==> config.mk <==
export PLATFORM = sky130hd
export DESIGN_NAME = qte_fifo
export DESIGN_NICKNAME = d
export VERILOG_FILES = /design/src/qte_pkg.sv /design/src/qte_fifo.sv
export SDC_FILE = /design/constraint.sdc
export NUM_CORES = 1
export LEC_CHECK = 0
export BUFFER_PORTS_ARGS = -buffer_cell sky130_fd_sc_hd__buf_2
export CORE_MARGIN = 2
export CORE_UTILIZATION = 40
export CTS_CLUSTER_SIZE = 24
export DETAILED_ROUTE_END_ITERATION = 10
export HOLD_SLACK_MARGIN = 0.03
export PLACE_DENSITY = 0.58
export SLEW_MARGIN = 40
export SYNTH_ARGS = -nofsm -noshare
export SYNTH_HDL_FRONTEND = slang
export SYNTH_SLANG_ARGS = --single-unit
export TNS_END_PERCENT = 30
==> constraint.sdc <==
create_clock -name clk -period 2.8 [get_ports clk]
set_input_delay 0.28 -clock clk [delete_from_list [all_inputs] [get_ports clk]]
set_output_delay 0.28 -clock clk [all_outputs]
set_load 0.005 [all_outputs]
==> src/qte_pkg.sv <==
// ----------------------------------------------------------------------------
// qte_pkg: shared types and constants
// Arctangent table, queue depth and flag groups used by the front and back.
// ----------------------------------------------------------------------------
`default_nettype none

package qte_pkg;

    localparam int QUEUE_DEPTH = 4;
    localparam int QUEUE_AW    = 2;
    localparam int ATAN_LEN    = 32;
    // larger operand magnitude is brought into [2^29, 2^30)
    localparam int NORM_TOP    = 30;
    localparam int CORDIC_W    = 34;
    localparam int ANGLE_ACC_W = 33;

    // pitch classification that travels from the front to the back
    typedef struct packed {
        logic clamped;
        logic s_neg;
    } pitch_flags_t;

    // quadrant fix information carried along the cordic pipeline
    typedef struct packed {
        logic x_neg;
        logic y_neg;
        logic zero;
    } quad_t;

    // atan(2^-i), pi = 2^31
    function automatic logic [31:0] atan_tab(input int i);
        logic [31:0] v;
        case (i)
            0:       v = 32'd536870912;
            1:       v = 32'd316933406;
            2:       v = 32'd167458907;
            3:       v = 32'd85004756;
            4:       v = 32'd42667331;
            5:       v = 32'd21354465;
            6:       v = 32'd10679838;
            7:       v = 32'd5340245;
            8:       v = 32'd2670163;
            9:       v = 32'd1335087;
            10:      v = 32'd667544;
            11:      v = 32'd333772;
            12:      v = 32'd166886;
            13:      v = 32'd83443;
            14:      v = 32'd41722;
            15:      v = 32'd20861;
            16:      v = 32'd10430;
            17:      v = 32'd5215;
            18:      v = 32'd2608;
            19:      v = 32'd1304;
            20:      v = 32'd652;
            21:      v = 32'd326;
            22:      v = 32'd163;
            23:      v = 32'd81;
            24:      v = 32'd41;
            25:      v = 32'd20;
            26:      v = 32'd10;
            27:      v = 32'd5;
            28:      v = 32'd3;
            29:      v = 32'd1;
            30:      v = 32'd1;
            default: v = 32'd0;
        endcase
        return v;
    endfunction

endpackage

`default_nettype wire

==> src/qte_fifo.sv <==
// ----------------------------------------------------------------------------
// qte_fifo: short queue between front and back
// Register-based, one push and one pop per cycle.
// ----------------------------------------------------------------------------
`default_nettype none

module qte_fifo #(
    parameter int W = 8
) (
    input  wire          clk,
    input  wire          rst_n,
    input  wire          push,
    input  wire  [W-1:0] push_data,
    input  wire          pop,
    output logic [W-1:0] pop_data,
    output logic         full,
    output logic         empty
);

    localparam int AW = qte_pkg::QUEUE_AW;

    logic [W-1:0]  mem_reg [0:qte_pkg::QUEUE_DEPTH-1];
    logic [AW-1:0] wr_reg, rd_reg;
    logic [AW:0]   cnt_reg;

    assign full     = (cnt_reg == (AW+1)'(qte_pkg::QUEUE_DEPTH));
    assign empty    = (cnt_reg == '0);
    assign pop_data = mem_reg[rd_reg];

    always_ff @(posedge clk or negedge rst_n)
    begin
        if (!rst_n)
        begin
            wr_reg  <= '0;
            rd_reg  <= '0;
            cnt_reg <= '0;
        end
        else
        begin
            if (push)
            begin
                wr_reg <= wr_reg + 1'b1;
            end
            if (pop)
            begin
                rd_reg <= rd_reg + 1'b1;
            end
            if (push && !pop)
            begin
                cnt_reg <= cnt_reg + 1'b1;
            end
            else if (pop && !push)
            begin
                cnt_reg <= cnt_reg - 1'b1;
            end
        end
    end

    always_ff @(posedge clk)
    begin
        if (push)
        begin
            mem_reg[wr_reg] <= push_data;
        end
    end

endmodule

`default_nettype wire

Yosys cells after proc, flatten, opt, wreduce, memory -nomap -nowiden
Memory sizes are Yosys's and may differ from the RTL's.
Index checks and enable logic that the tools add are counted.
{ "classes": {"addsub": 4, "n_eq_ne": 1, "muxes": 4, "n_reduce_logical": 6} }
{ "ops": {"columns": ["op", "count"], "rows": [
  ["$mux W3", 2],
  ["$add A2 B1 Y2 const B", 2],
  ["$add A3 B1 Y3 const B", 1],
  ["$eq A3 B3 Y1 const B", 1],
  ["$logic_not A3 Y1", 1],
  ["$sub A3 B1 Y3 const B", 1],
  ["$logic_and A1 B1 Y1", 2],
  ["$logic_not A1 Y1", 2],
  ["$mux W1", 2],
  ["$reduce_bool A2 Y1", 1]
]} }
{ "word_totals": {"ff_bits": 7, "ram_bits": 32, "in_bits": 12, "out_inout_bits": 10, "mem_count": 1} }
{ "mem_list": {"columns": ["name", "words", "word_bits", "rd", "rd_clocked_by_memory_dff", "wr", "line", "rtl"], "rows": [
  ["mem_reg", 4, 8, 1, 0, 1, "qte_fifo.sv:22", "logic [W-1:0] mem_reg [0:qte_pkg::QUEUE_DEPTH-1];"]
]} }

Longest topological paths before layout
{ "logic_depth": {"ltp_word": 4, "depth_mapped": 7, "depth_no_buf": 7} }

Worst setup path before layout
No wires, ideal clock.
{ "synth_path": {"path_kind": "input -> register", "startpoint": "input pop", "endpoint": "register cnt_reg[2]", "arrival_time_ps": 1286, "setup_slack_ps": 1435, "stages": 7, "path_buffers": 0, "cell_sequence": "inv_1 ha_1 inv_1 fa_1 xor2_1 nor2_1 xor2_1"} }
{ "synth_via": {"elab_chain_cells": 3, "elab_cells_between_ends": 5, "classes_between": "1 x mux; 4 x reduce/logical"} }
{ "synth_rtl": {"columns": ["element", "line", "rtl"], "rows": [
  ["start, declared", "qte_fifo.sv:14", "input wire pop,"],
  ["$logic_not A1 Y1", "qte_fifo.sv:48", "if (push && !pop)"],
  ["$logic_and A1 B1 Y1", "qte_fifo.sv:48", null],
  ["$mux W3 / $reduce_bool A2 Y1 (equally long branches)", null, null],
  ["end signal, assigned", "qte_fifo.sv:50", "cnt_reg <= cnt_reg + 1'b1;"],
  ["end signal, assigned", "qte_fifo.sv:54", "cnt_reg <= cnt_reg - 1'b1;"],
  ["end, declared", "qte_fifo.sv:24", "logic [AW:0] cnt_reg;"]
]} }
Several ways; a longest one is shown, not always the timed one.
A chain may end at the register's enable or synchronous reset.

Worst setup path after layout
{ "layout_path": {"startpoint": "register rd_reg[0]", "endpoint": "output pop_data[1]"} }
{ "layout_via": {"elab_chain_cells": 1} }
{ "layout_rtl": {"columns": ["element", "line", "rtl"], "rows": [
  ["start, declared", "qte_fifo.sv:23", "logic [AW-1:0] wr_reg, rd_reg;"],
  ["start signal, assigned", "qte_fifo.sv:46", "rd_reg <= rd_reg + 1'b1;"],
  ["$mem_v2 Z4 W8", null, null],
  ["end, declared", "qte_fifo.sv:15", "output logic [W-1:0] pop_data,"]
]} }
Every way passes these cells.

==> impl_metrics.ini <==
[global_routing]
grt_usage_pct = 13.0
grt_pass1_vias = 813
grt_max_degree = 13
grt_pass1_wl_mm = 3.88
antenna_found_initial = 0
grt.overflow.total = 0

[placed_design]
place_ws_ns = 1.02
place_area_mm2 = 0.00170
gp_congestion = 0.695
dp_hpwl_mm = 1.50
dp_cells = 143
port_buffers = 21

[yosys]
synthAdderAreaFrac_pct = 5.34
ys_ff_latch = 39
synth-compound-area-share_pct = 0.323
syn_area_mm2 = 0.00155
avgSynthCellArea_um2 = 20.4
synth-xor-area-share_pct = 3.40
yosysWarningCount = 0
synthCells = 76
muxShareOfSynthArea_pct = 12.4
synthSimpleGateAreaFrac_pct = 3.15
synth_nets = 94
yosysUniqueCellTypes = 17
synth_seq_area_share_pct = 73.4
synth_top_family_by_area = multiplexers

[die]
num_io_pins = 22
die_h_um = 66.2
rows = 22
coreArea_mm2 = 0.00369
initial_core_util_pct = 42.0
die_area_mm2 = 0.00438
die_x_um = 66.2

[clock_tree]
clk_pin_slew_ns = 0.07
cts_root_buf = clkbuf_8
cts_resized = 0
cts_buffer_depth = 2
numClockSinks = 39
cts_tree = built
htreeDepth = 2
clk_latency_ns = 0.29
cts_buffers = 5

[cells_and_area]
antennaDiodeCount = 0
final_cells = 152
finalNetCount = 121
final_area_mm2 = 0.00179
post-route-util_pct = 48.5
largest_register_ffs = 32
drive_gt1_share_pct = 34.6
syn2layout_area_growth_pct = 15.7

[worst_setup_path]
path_delay_family = flip-flops
reg2reg_slack_ns = 1.39
required_ns = 2.52
regToRegEndpoint = cnt_reg[2]
crit_chain = mux4_2 -> buf_2
cp_num_cells = 2
path_buf_inv = 1
crit_path_end = pop_data[1]
critPathLaunch = rd_reg[0]
critPathSlowestCell = dfrtp_1
rr_startpoint = cnt_reg[0]
start_kind = flip-flop
path_max_fanout = 10
slowest_delay_ns = 0.72
ff2ff_path_depth = 4
path_class = flip-flop to primary output
worstPathArrival_ns = 1.73
worstSetupEndpointType = primary output

[drt]
drtIter0Drc = 47
wl_per_cell_um = 14.9
wirelength_mm = 2.27
drc = 0
avgViaCountPerCell = 4.75
ant_nets = 0
first_pass_iters = 4
vias = 722

[worst_hold_path]
worstHoldPathCells = 1
min_path_type = primary input to flip-flop

[power]
p_int_mw = 1.20
p_seq_share_pct = 53.6
p_comb_share_pct = 25.4
power.leakage_nw = 0.666
power_mw = 1.69
switchingPower_mw = 0.485
vdd_ir_drop_max_mv = 0.392
clockPowerShare_pct = 21.0
p_per_area_mw_per_mm2 = 942
sw_frac_of_total_pct = 28.8

[timing]
tightest_slew_ns = 0.593
fin_crit_sh_pct = 71.7
worst_slack_ns = 0.793
drv_slew = 0
clock-skew-final_ns = 0.00452
clock.fmax_mhz = 498
slew_headroom_pct = 60.5
finalSetupViolCount = 0
finalSetupTns_ns = 0
grt_setup_unrepaired = false
period_needed_ns = 2.01
hold_viol = 0
whs_ns = 0.203

[job]
drv_cap = 0

[outcome]
outcome = completed
-- cell families (layout without fill, tap and decap cells) --
group | after synthesis | count (layout)
DFF | 39 | 39
muxes | 9 | 9
and+or+nand+nor | 9 | 9
adders and majority gates | 6 | 6
xor gates and xnor gates | 6 | 6
buffers and inverters | 6 | 34
AOI/OAI and AO/OA | 1 | 1
-- cell usage after synthesis, drive strengths merged --
cell type  count  area share [%]
and2           4             1.6
edfxtp        32              62
xnor2          2             1.1
nor3b          1            0.49
ha             5             4.0
xor2           4             2.3
buf            2             1.1
fa             1             1.3
nand2          2            0.49
nor2           1            0.24
mux4           8              12
o21ai          1            0.32
dfrtp          7              11
mux2           1            0.73
inv            4            0.97
nor3           1            0.32
-- power groups by stage --
stage               combinational [mW]  sequential (mW)  clock (mW)
finish                           0.428            0.904       0.354
global route                     0.485            0.931       0.396
CTS                              0.438            0.914       0.367
detailed placement               0.436            0.926           0
global placement                 0.426            0.915           0
floorplan                        0.362            0.837           0
-- per-layer routing --
metal / vias up / track usage (%) / wire, µm
li1: 338 / - / -
met1: 362 / 16.0 / 1010
met4: 0 / 6.12 / 52
met5: - / 0 / 0
met2: 16 / 19.5 / 1100
met3: 6 / 5.79 / 112
-- timing repair --
| action | in CTS | in global routing |
|---|---|---|
| setup buffers | 0 | 0 |
| hold endpoints to repair | 7 | 0 |
| hold buffers | 1 | 0 |
-- area by class of cell --
class | count | area, µm²
clock buffers | 5 | 68.8
flip-flops and latches | 39 | 1140
fillers | 321 | 1900
well taps | 48 | 60.1
multi-input cells | 31 | 380
clock inverters | 3 | 15.0
inverters | 4 | 15.0
repair buffers | 22 | 115
-- worst min path at each step --
| stage | startpoint | end | slack, ns |
|---|---|---|---|
| floorplan | rst_n | cnt_reg[0] | -0.02 |
| global placement | rst_n | cnt_reg[2] | 0.12 |
| detailed placement | rst_n | cnt_reg[1] | 0.12 |
| CTS | push_data[7] | mem_reg[3][7] | 0.19 |
| global route | push_data[7] | mem_reg[3][7] | 0.19 |
| finish | push_data[6] | mem_reg[2][6] | 0.20 |
-- placed cells by master (no fill, tap or decap) --
| cell | Yosys | routed |
|---|---|---|
| dfrtp_1 | 7 | 7 |
| dlygate4sd3_1 | 0 | 1 |
| clkinv_1 | 0 | 2 |
| o21ai_0 | 1 | 1 |
| nor3b_1 | 1 | 1 |
| ha_1 | 5 | 5 |
| fa_1 | 1 | 1 |
| edfxtp_1 | 32 | 32 |
| mux2_2 | 1 | 1 |
| buf_2 | 1 | 21 |
| xnor2_1 | 2 | 2 |
| clkbuf_8 | 0 | 5 |
| nor3_1 | 1 | 1 |
| xor2_1 | 4 | 4 |
| nand2_1 | 2 | 2 |
| clkinvlp_4 | 0 | 1 |
| and2_1 | 4 | 4 |
| inv_1 | 4 | 4 |
| nor2_1 | 1 | 1 |
| mux4_2 | 8 | 8 |
(Power assumes the default switching activity.)
